$ cat src/hw/rtl/channel_bandwidth_limiter_assert.svh
// assertion macros for the channel bandwidth limiter
`ifndef CHANNEL_BANDWIDTH_LIMITER_ASSERT_SVH
`define CHANNEL_BANDWIDTH_LIMITER_ASSERT_SVH
`ifndef SYNTHESIS
`define CBL_ASSERT_NEXT(lbl, ante, cons, msg) \
   lbl: assert property (@(posedge clock) disable iff (reset) (ante) |=> (cons)) \
      else $error(msg);
`define CBL_ASSERT_SAME(lbl, ante, cons, msg) \
   lbl: assert property (@(posedge clock) disable iff (reset) (ante) |-> (cons)) \
      else $error(msg);
`else
`define CBL_ASSERT_NEXT(lbl, ante, cons, msg)
`define CBL_ASSERT_SAME(lbl, ante, cons, msg)
`endif
`endif

$ cat src/hw/rtl/cbl_pkg.sv
// shared types and constants for the channel bandwidth limiter
`default_nettype none
package cbl_pkg;
   localparam int CHANNELS   = 4;
   localparam int CH_AW      = (CHANNELS > 1) ? $clog2(CHANNELS) : 1;
   localparam int LIMIT_REGS = 4;
   localparam int CHAN_W     = 2;
   localparam int LEN_W      = 16;
   localparam int BW_W       = 31;
   localparam int USED_W     = 32;
   localparam int LIM_W      = 32;
   localparam int LIMREG_W   = 31;
   localparam int WIN_W      = 16;
   localparam int MASK_W     = 4;
   localparam int ELAPSED_W  = 32;
   localparam int CSR_IDX_W  = 3;
   localparam int CSR_DATA_W = 31;
   localparam int PCT_DIVISOR = 100;
   localparam int PCT_W      = $clog2(PCT_DIVISOR);
   localparam logic [WIN_W-1:0] WINDOW_RESET = WIN_W'(1000);

   // reciprocals of one hundred: exact for any 31-bit operand and for operands below 43690
   localparam int DIV100_SHIFT      = 37;
   localparam logic [BW_W-1:0] DIV100_MAGIC = BW_W'(32'h51EB851F);
   localparam int DIV100_FRAC_W     = 13;
   localparam int DIV100_FRAC_SHIFT = 19;
   localparam logic [DIV100_FRAC_W-1:0] DIV100_FRAC_MAGIC = DIV100_FRAC_W'(5243);

   localparam logic MODE_TICK = 1'b0;
   localparam logic MODE_SEND = 1'b1;

   localparam logic [CSR_IDX_W-1:0] REG_WINDOW    = 3'd0;
   localparam logic [CSR_IDX_W-1:0] REG_ENABLE    = 3'd1;
   localparam logic [CSR_IDX_W-1:0] REG_PERCENT   = 3'd2;
   localparam logic [CSR_IDX_W-1:0] REG_LIMIT_CH0 = 3'd3;
   localparam logic [CSR_IDX_W-1:0] REG_LIMIT_CH1 = 3'd4;
   localparam logic [CSR_IDX_W-1:0] REG_LIMIT_CH2 = 3'd5;
   localparam logic [CSR_IDX_W-1:0] REG_LIMIT_CH3 = 3'd6;

   typedef struct packed {
      logic              mode;
      logic [CHAN_W-1:0] channel;
      logic [LEN_W-1:0]  data_length;
      logic [BW_W-1:0]   link_bandwidth;
   } cbl_req_type;

   typedef struct packed {
      logic                    granted;
      logic [BW_W-1:0]         used_bytes;
      logic signed [LIM_W-1:0] limit_bytes;
   } cbl_rsp_type;

   typedef enum logic [1:0] {
      ST_IDLE,
      ST_READ,
      ST_DIV,
      ST_DECIDE
   } cbl_state_type;

   function automatic logic chan_present(input logic [CHAN_W-1:0] ch);
      return int'(ch) < CHANNELS;
   endfunction
endpackage
`default_nettype wire

$ cat src/hw/rtl/channel_bandwidth_limiter.sv
// top level of the per-channel fixed-window byte limiter
`default_nettype none
`include "channel_bandwidth_limiter_assert.svh"
// Per-channel fixed-window byte limiter. A request is taken when start is high
// and busy is low; mode tick advances the window clock by one millisecond and
// gives no result, mode send gives exactly one result on rsp_data, strobed by
// rsp_valid for one cycle, which the receiver must take as it comes. A tick
// leaves busy low. A send request keeps busy high in the read state alone when
// the channel has no limit or the length is zero, in read and decide with an
// absolute limit or an out-of-range percent, and in read, divide and decide
// with a valid percent; the divide by one hundred is four pipelined reciprocal
// multiply stages. The byte counters sit in a small ram read at acceptance and
// used the next cycle; the result is strobed in the first cycle with busy low,
// when the next request may already be taken. Window expiry clears all
// counters at once through per-channel valid bits.
module channel_bandwidth_limiter import cbl_pkg::*; (
   input  wire logic                  clock,
   input  wire logic                  reset,
   input  wire logic                  start,
   output logic                       busy,
   input  wire cbl_req_type           req_data,
   output logic                       rsp_valid,
   output cbl_rsp_type                rsp_data,
   input  wire logic                  csr_write,
   input  wire logic [CSR_IDX_W-1:0]  csr_index,
   input  wire logic [CSR_DATA_W-1:0] csr_wdata
);
   cbl_state_type state_ff, state_in;

   logic [WIN_W-1:0]    window_ff;
   logic [MASK_W-1:0]   enable_ff;
   logic [MASK_W-1:0]   percent_ff;
   logic [LIMREG_W-1:0] limit_reg_ff [LIMIT_REGS];

   cbl_req_type         req_ff, req_in;
   logic [ELAPSED_W-1:0] elapsed_ff, elapsed_in;
   logic [CHANNELS-1:0] valid_ff, valid_in;
   logic [USED_W-1:0]   used_ff, used_in;
   logic signed [LIM_W-1:0] limit_ff, limit_in;
   logic                bad_ff, bad_in;
   logic                rsp_valid_ff, rsp_valid_in;
   cbl_rsp_type         rsp_ff, rsp_in;

   logic                accept;
   logic [CH_AW-1:0]    ram_raddr, ram_waddr;
   logic [USED_W-1:0]   ram_rdata, ram_wdata;
   logic                ram_we;
   logic                div_start, div_done;
   logic [BW_W-1:0]     div_quo;

   logic                have;
   logic                unlimited;
   logic                pct_mode;
   logic                pct_bad;
   logic                expired;
   logic [LIMREG_W-1:0] lim_sel;
   logic [USED_W-1:0]   used_rd;
   logic [USED_W:0]     sum;
   logic                ok;

   assign accept    = start && !busy;
   assign busy      = state_ff != ST_IDLE;
   assign ram_raddr = CH_AW'(req_data.channel);
   assign ram_waddr = CH_AW'(req_ff.channel);

   assign have      = chan_present(req_ff.channel);
   assign unlimited = !have || !enable_ff[req_ff.channel] || (req_ff.data_length == '0);
   assign pct_mode  = percent_ff[req_ff.channel];
   assign lim_sel   = limit_reg_ff[req_ff.channel];
   assign pct_bad   = (lim_sel == '0) || (lim_sel > LIMREG_W'(PCT_DIVISOR));
   assign expired   = elapsed_ff > ELAPSED_W'(window_ff);
   // a channel counter not written since the last clear reads as zero
   assign used_rd   = (have && valid_ff[ram_waddr]) ? ram_rdata : '0;
   assign sum       = {1'b0, used_ff} + (USED_W + 1)'(req_ff.data_length);
   assign ok        = !bad_ff && (sum <= (USED_W + 1)'(unsigned'(limit_ff)));

   cbl_ram #(
      .WIDTH(USED_W),
      .DEPTH(CHANNELS)
   ) u_used_ram (
      .clock(clock),
      .we   (ram_we),
      .waddr(ram_waddr),
      .wdata(ram_wdata),
      .raddr(ram_raddr),
      .rdata(ram_rdata)
   );

   cbl_div100 u_div (
      .clock    (clock),
      .reset    (reset),
      .start    (div_start),
      .bandwidth(req_ff.link_bandwidth),
      .percent  (lim_sel[PCT_W-1:0]),
      .done     (div_done),
      .quotient (div_quo)
   );

   // next state
   always_comb begin
      state_in = state_ff;
      unique case (state_ff)
         ST_IDLE: begin
            if (accept && req_data.mode == MODE_SEND) begin
               state_in = ST_READ;
            end
         end
         ST_READ: begin
            priority if (unlimited) begin
               state_in = ST_IDLE;
            end else if (pct_mode && !pct_bad) begin
               state_in = ST_DIV;
            end else begin
               state_in = ST_DECIDE;
            end
         end
         ST_DIV: begin
            if (div_done) begin
               state_in = ST_DECIDE;
            end
         end
         ST_DECIDE: begin
            state_in = ST_IDLE;
         end
         default: begin
            state_in = ST_IDLE;
         end
      endcase
   end

   // datapath and outputs
   always_comb begin
      req_in       = req_ff;
      elapsed_in   = elapsed_ff;
      valid_in     = valid_ff;
      used_in      = used_ff;
      limit_in     = limit_ff;
      bad_in       = bad_ff;
      rsp_valid_in = 1'b0;
      rsp_in       = rsp_ff;
      ram_we       = 1'b0;
      ram_wdata    = sum[USED_W-1:0];
      div_start    = 1'b0;
      unique case (state_ff)
         ST_IDLE: begin
            if (accept) begin
               req_in = req_data;
               if (req_data.mode == MODE_TICK && elapsed_ff != '1) begin
                  elapsed_in = elapsed_ff + ELAPSED_W'(1);
               end
            end
         end
         ST_READ: begin
            if (unlimited) begin
               rsp_valid_in       = 1'b1;
               rsp_in.granted     = 1'b1;
               rsp_in.used_bytes  = used_rd[BW_W-1:0];
               rsp_in.limit_bytes = '0;
            end else begin
               if (expired) begin
                  valid_in   = '0;
                  elapsed_in = '0;
                  used_in    = '0;
               end else begin
                  used_in = used_rd;
               end
               bad_in    = pct_mode && pct_bad;
               div_start = pct_mode && !pct_bad;
               if (pct_mode && pct_bad) begin
                  limit_in = '1;
               end else begin
                  limit_in = signed'(LIM_W'(lim_sel));
               end
            end
         end
         ST_DIV: begin
            if (div_done) begin
               limit_in = signed'(LIM_W'(div_quo));
            end
         end
         ST_DECIDE: begin
            rsp_valid_in       = 1'b1;
            rsp_in.granted     = ok;
            rsp_in.limit_bytes = limit_ff;
            if (ok) begin
               ram_we                = 1'b1;
               valid_in[ram_waddr]   = 1'b1;
               rsp_in.used_bytes     = sum[BW_W-1:0];
            end else begin
               rsp_in.used_bytes = used_ff[BW_W-1:0];
            end
         end
         default: begin
            rsp_valid_in = 1'b0;
         end
      endcase
   end

   always_ff @(posedge clock) begin
      req_ff   <= req_in;
      used_ff  <= used_in;
      limit_ff <= limit_in;
      bad_ff   <= bad_in;
      rsp_ff   <= rsp_in;
      if (reset) begin
         state_ff     <= ST_IDLE;
         elapsed_ff   <= '0;
         valid_ff     <= '0;
         rsp_valid_ff <= 1'b0;
      end else begin
         state_ff     <= state_in;
         elapsed_ff   <= elapsed_in;
         valid_ff     <= valid_in;
         rsp_valid_ff <= rsp_valid_in;
      end
   end

   // register file writes
   always_ff @(posedge clock) begin
      if (reset) begin
         window_ff    <= WINDOW_RESET;
         enable_ff    <= '0;
         percent_ff   <= '0;
         limit_reg_ff <= '{default: '0};
      end else if (csr_write) begin
         unique case (csr_index)
            REG_WINDOW:    window_ff       <= csr_wdata[WIN_W-1:0];
            REG_ENABLE:    enable_ff       <= csr_wdata[MASK_W-1:0];
            REG_PERCENT:   percent_ff      <= csr_wdata[MASK_W-1:0];
            REG_LIMIT_CH0: limit_reg_ff[0] <= csr_wdata[LIMREG_W-1:0];
            REG_LIMIT_CH1: limit_reg_ff[1] <= csr_wdata[LIMREG_W-1:0];
            REG_LIMIT_CH2: limit_reg_ff[2] <= csr_wdata[LIMREG_W-1:0];
            REG_LIMIT_CH3: limit_reg_ff[3] <= csr_wdata[LIMREG_W-1:0];
            default: begin
               window_ff <= window_ff;
            end
         endcase
      end
   end

   assign rsp_valid = rsp_valid_ff;
   assign rsp_data  = rsp_ff;

   `CBL_ASSERT_NEXT(a_send_goes_busy, accept && req_data.mode == MODE_SEND, busy, "send request did not start work")
   `CBL_ASSERT_NEXT(a_tick_no_result, accept && req_data.mode == MODE_TICK, !rsp_valid && !busy, "tick produced a result or stalled")
   `CBL_ASSERT_SAME(a_result_when_idle, rsp_valid, !busy, "result strobed while still busy")
   `CBL_ASSERT_SAME(a_bad_limit_refused, rsp_valid && rsp_data.limit_bytes == -32'sd1, !rsp_data.granted, "request granted against an invalid percent")
endmodule
`default_nettype wire

$ cat src/hw/rtl/cbl_ram.sv
// generic single-write, single-read ram with registered read data
`default_nettype none
module cbl_ram #(
   parameter int WIDTH = 32,
   parameter int DEPTH = 4
) (
   input  wire logic                                        clock,
   input  wire logic                                        we,
   input  wire logic [((DEPTH > 1) ? $clog2(DEPTH) : 1)-1:0] waddr,
   input  wire logic [WIDTH-1:0]                            wdata,
   input  wire logic [((DEPTH > 1) ? $clog2(DEPTH) : 1)-1:0] raddr,
   output logic [WIDTH-1:0]                                 rdata
);
   logic [WIDTH-1:0] mem_ff [DEPTH];

   always_ff @(posedge clock) begin
      if (we) begin
         mem_ff[waddr] <= wdata;
      end
      rdata <= mem_ff[raddr];
   end
endmodule
`default_nettype wire

$ cat src/hw/rtl/cbl_div100.sv
// bandwidth times percent divided by one hundred, as a four-stage reciprocal multiply
`default_nettype none
module cbl_div100 import cbl_pkg::*; (
   input  wire logic             clock,
   input  wire logic             reset,
   input  wire logic             start,
   input  wire logic [BW_W-1:0]  bandwidth,
   input  wire logic [PCT_W-1:0] percent,
   output logic                  done,
   output logic [BW_W-1:0]       quotient
);
   localparam int MUL_W = 2 * BW_W;
   localparam int Q_W   = MUL_W - DIV100_SHIFT;
   localparam int RP_W  = 2 * PCT_W;
   localparam int FP_W  = RP_W + DIV100_FRAC_W;

   logic [BW_W-1:0]  bw_ff, bw_in;
   logic [PCT_W-1:0] pct_ff, pct_in;
   logic [Q_W-1:0]   q_ff, q_in;
   logic [PCT_W-1:0] rem_ff, rem_in;
   logic [BW_W-1:0]  hi_ff, hi_in;
   logic [RP_W-1:0]  rp_ff, rp_in;
   logic [BW_W-1:0]  quo_ff, quo_in;
   logic [3:0]       stage_ff, stage_in;
   logic [MUL_W-1:0] recip_prod;
   logic [BW_W-1:0]  q_base;
   logic [BW_W-1:0]  q_pct;
   logic [FP_W-1:0]  frac_prod;

   // bw*p/100 = (bw/100)*p + ((bw%100)*p)/100
   assign recip_prod = MUL_W'(bandwidth) * MUL_W'(DIV100_MAGIC);
   assign q_base     = BW_W'(q_ff) * BW_W'(PCT_DIVISOR);
   assign q_pct      = BW_W'(q_ff) * BW_W'(pct_ff);
   assign frac_prod  = FP_W'(rp_ff) * FP_W'(DIV100_FRAC_MAGIC);

   always_comb begin
      bw_in    = bw_ff;
      pct_in   = pct_ff;
      q_in     = q_ff;
      rem_in   = rem_ff;
      hi_in    = hi_ff;
      rp_in    = rp_ff;
      quo_in   = quo_ff;
      stage_in = {stage_ff[2:0], start};
      if (start) begin
         bw_in  = bandwidth;
         pct_in = percent;
         q_in   = recip_prod[MUL_W-1:DIV100_SHIFT];
      end
      if (stage_ff[0]) begin
         rem_in = PCT_W'(bw_ff - q_base);
         hi_in  = q_pct;
      end
      if (stage_ff[1]) begin
         rp_in = RP_W'(rem_ff) * RP_W'(pct_ff);
      end
      if (stage_ff[2]) begin
         quo_in = hi_ff + BW_W'(frac_prod[FP_W-1:DIV100_FRAC_SHIFT]);
      end
   end

   always_ff @(posedge clock) begin
      bw_ff  <= bw_in;
      pct_ff <= pct_in;
      q_ff   <= q_in;
      rem_ff <= rem_in;
      hi_ff  <= hi_in;
      rp_ff  <= rp_in;
      quo_ff <= quo_in;
      if (reset) begin
         stage_ff <= '0;
      end else begin
         stage_ff <= stage_in;
      end
   end

   assign done     = stage_ff[3];
   assign quotient = quo_ff;
endmodule
`default_nettype wire
$ cat config.mk
export PLATFORM = sky130hd
export DESIGN_NAME = channel_bandwidth_limiter
export DESIGN_NICKNAME = d
export VERILOG_FILES = /design/src/hw/rtl/cbl_pkg.sv /design/src/hw/rtl/channel_bandwidth_limiter.sv /design/src/hw/rtl/cbl_ram.sv /design/src/hw/rtl/cbl_div100.sv
export VERILOG_INCLUDE_DIRS = /design/src /design/src/hw/rtl
export SDC_FILE = /design/constraint.sdc
export NUM_CORES = 2
export LEC_CHECK = 0
export ABC_AREA = 1
export BUFFER_PORTS_ARGS = -buffer_cell sky130_fd_sc_hd__buf_2
export CORE_MARGIN = 5
export CORE_UTILIZATION = 30
export DETAILED_ROUTE_END_ITERATION = 10
export PLACE_DENSITY_LB_ADDON = 0.15
export SETUP_SLACK_MARGIN = 0.1
export SLEW_MARGIN = 20
export SYNTH_ARGS = -nofsm -noshare
export SYNTH_HDL_FRONTEND = slang
export SYNTH_SLANG_ARGS = --single-unit
$ cat constraint.sdc
create_clock -name clock -period 7.9 [get_ports clock]
set_input_delay 0.79 -clock clock [delete_from_list [all_inputs] [get_ports clock]]
set_output_delay 0.79 -clock clock [all_outputs]
set_load 0.005 [all_outputs]
==> reports/qor.yml <==
critical_path:
  critical_path_class: "flop to flop"
  required_ns: 8.33
  cp.arrival_ns: 7.51
  crit_path_max_fanout: 9
  crit_path_end_kind: "flop"
  start_kind: "flop"
global_route:
  antenna_found_initial: 2
  grt_pass1_wl_mm: 255
  gr-usage-all-layers: 0.172
  grt_pass1_vias: 41200
  grt_overflow_total: 0
  grt_max_degree: 78
final_layout:
  area_delta_synth_final_pct: 11.5
  drive_gt1_frac: 0.0644
  final_core_util: 0.336
  final_area_um2: 61400
  fin_nets: 7339
  nFillCells: 19000
detailed_routing:
  drt_wl_total_mm: 166
  dr.pass1.iters: 5
  drtAntennaViolNets: 0
  wire_per_inst_um: 19.4
  drt_iter0_markers: 2183
  drc_errors: 0
  vias: 39300
  via_per_inst: 4.59
sta:
  fin_setup_tns_ns: 0
  skew_ns: 0.0316
  slew_viol_final: 0
  timing.fmax_ghz: 0.141
  rsz0062_at_grt: "no"
  slew_headroom: 0.278
  period_minus_slack_ns: 7.08
  period_share: 0.896
  final_hold_viol_count: 0
  finalSetupViolCount: 0
  worst_slew_pin_slew_ns: 1.08
min_path:
  hold_path_class: "primary input to flop"
synth:
  synth_xor_area_frac: 0.0256
  synth_edf_count: 428
  yosys.area_share.simple: 0.121
  ys.warnings.count: 0
  synth.area.mux_share: 0
  synth-main-ff-cell: "edfxtp_1"
  synth_area_per_cell_um2: 9.35
  yosysSeqAreaShare: 0.314
  synth_compound_area_frac: 0.0874
  synthArstFlopShare: 0
  synth_cell_types: 60
  synth_top_family_by_area: "adder cells"
  synth_common_cells: "inv_1, nand2_1, ha_1"
  yosysTopAreaCellShare: 0.233
  synth_cells: 5892
  synth_top_cell_by_area: "edfxtp_1"
  ys_ff_latch: 651
  synth-adder-area-share: 0.355
  synthesis.area_um2: 55100
  synth.most_common_cell: "inv_1"
  synthTopCellsByArea: "edfxtp_1, fa_1, ha_1"
  syn_nets: 7197
clocking:
  tritoncts: "built"
  ctsHtreeMaxLevel: 3
  cts.sinks: 651
  clock_path_buffers: 3
  cts-resized-gates: 0
  numCtsBuffers: 79
  cts_root_buf: "clkbuf_16"
  post-cts-setup-buffer-count: 0
  cts-hold-fix-buffers: 0
  path_clk_slew_ns: 0.06
  clk_latency_ns: 0.69
placement:
  gp_congestion: 0.898
  io_buffers: 153
  hpwlAfterDp_mm: 133
  place_area_um2: 58700
die:
  num_rows: 157
  die_height_um: 439
  core_area_um2: 183000
  dieArea_um2: 192000
  die_w_um: 439
  start_util: 0.301
  ios: 154
flow_run:
  drv_cap: 0
run_status:
  status: "finished, final reports clean"
## routing by layer
layer | track usage | part of all wire | up-vias
met3 | 0.0210 | 0.032 | 202
li1 | - | - | 19200
met5 | 0 | 0 | -
met1 | 0.222 | 0.44 | 19300
met2 | 0.301 | 0.49 | 662
met4 | 0.0546 | 0.035 | 0
## final timing paths
kind / startpoint / to / slack, ns / cells after the start
worst min register to register: u_div.bw_ff[0]$_DFFE_PP_ / u_div.rem_ff[0]$_DFFE_PP_ / 0.43 / 0
worst max-delay path: req_ff[20]$_DFFE_PP_ / u_div.q_ff[16]$_DFFE_PP_ / 0.82 / 22
worst max register to register: req_ff[20]$_DFFE_PP_ / u_div.q_ff[16]$_DFFE_PP_ / 0.82 / 22
worst min-delay path: req_data[35] / req_ff[35]$_DFFE_PP_ / 0.27 / 1
## placed cells by master (no fill, tap or decap), types with 11 or more instances in the layout
master and count:
inv_1 1240, nand2_1 748, ha_1 641, nor2_1 604, fa_1 576, edfxtp_1 428, o21ai_0 303, a21oi_1 297
dfxtp_1 222, buf_2 153, nand3_1 110, xor2_1 106, clkbuf_16 81, xnor2_1 55, o211ai_1 55, nor3_1 45
buf_4 45, o22ai_1 41, nand4_1 37, a31oi_1 32, nor4_1 30, a22oi_1 23, clkbuf_1 23, nand2_2 17
o21a_1 14, a21o_1 13, clkinv_2 11
## cell families (layout without fill, tap and decap cells)
family | Yosys count | count (layout)
DFF | 651 | 651
and+or+nand+nor | 1627 | 1627
AOI/OAI and AO/OA | 846 | 846
other | 0 | 2
buffers and inverters | 1390 | 1597
adders and majority gates | 1217 | 1217
xor gates and xnor gates | 161 | 161
## through the flow
stage	setup slack [ns]	std cells	hold WS (ns)
floorplan	1.65	5892	0.400
global placement	0.807	8417	0.403
detailed placement	0.805	8417	0.419
CTS	0.787	8563	0.200
global route	0.369	8564	0.224
finish	0.821	8565	0.270
## flip-flops by register name, indices dropped and copies added (netlist names), 7 cells and up, named ones only
signal,flops
elapsed_ff,32
limit_ff,32
limit_reg_ff,124
req_ff,47
rsp_data,64
u_div.bw_ff,7
u_div.hi_ff,31
u_div.pct_ff,7
u_div.q_ff,25
u_div.quotient,31
u_div.rem_ff,7
u_div.rp_ff,14
u_used_ram.mem_ff,128
u_used_ram.rdata,32
used_ff,32
window_ff,16
## final cells by class
| type | instances | area (um2) | area share |
|---|---|---|---|
| diodes | 2 | 5.00 | 0.0000815 |
| clock buffers | 111 | 2210 | 0.0360 |
| clock inverters | 35 | 442 | 0.00719 |
| inverters | 1253 | 4710 | 0.0767 |
| multi-input cells | 3851 | 32500 | 0.530 |
| flip-flops and latches | 651 | 17300 | 0.282 |
| well taps | 2464 | 3080 | 0.0502 |
| repair buffers | 198 | 1100 | 0.0180 |
## critical path: stages, from the launching register on
cell and delay, ns:
edfxtp_1 0.63, inv_1 0.17, fa_1 0.61, fa_1 0.47, fa_1 0.53, inv_1 0.10
fa_1 0.53, fa_1 0.47, fa_1 0.56, inv_1 0.06, fa_1 0.53, inv_1 0.04
ha_1 0.31, nand2_1 0.12, nor2_1 0.16, inv_1 0.07, nor3_1 0.21, nand3_1 0.10
o21ai_0 0.45, a21oi_1 0.24, nand3b_1 0.26, nand3_1 0.10, nand2_1 0.07
Power is not shown: default switching activity piles up to over one toggle a cycle in this logic, so the estimate is an artifact.
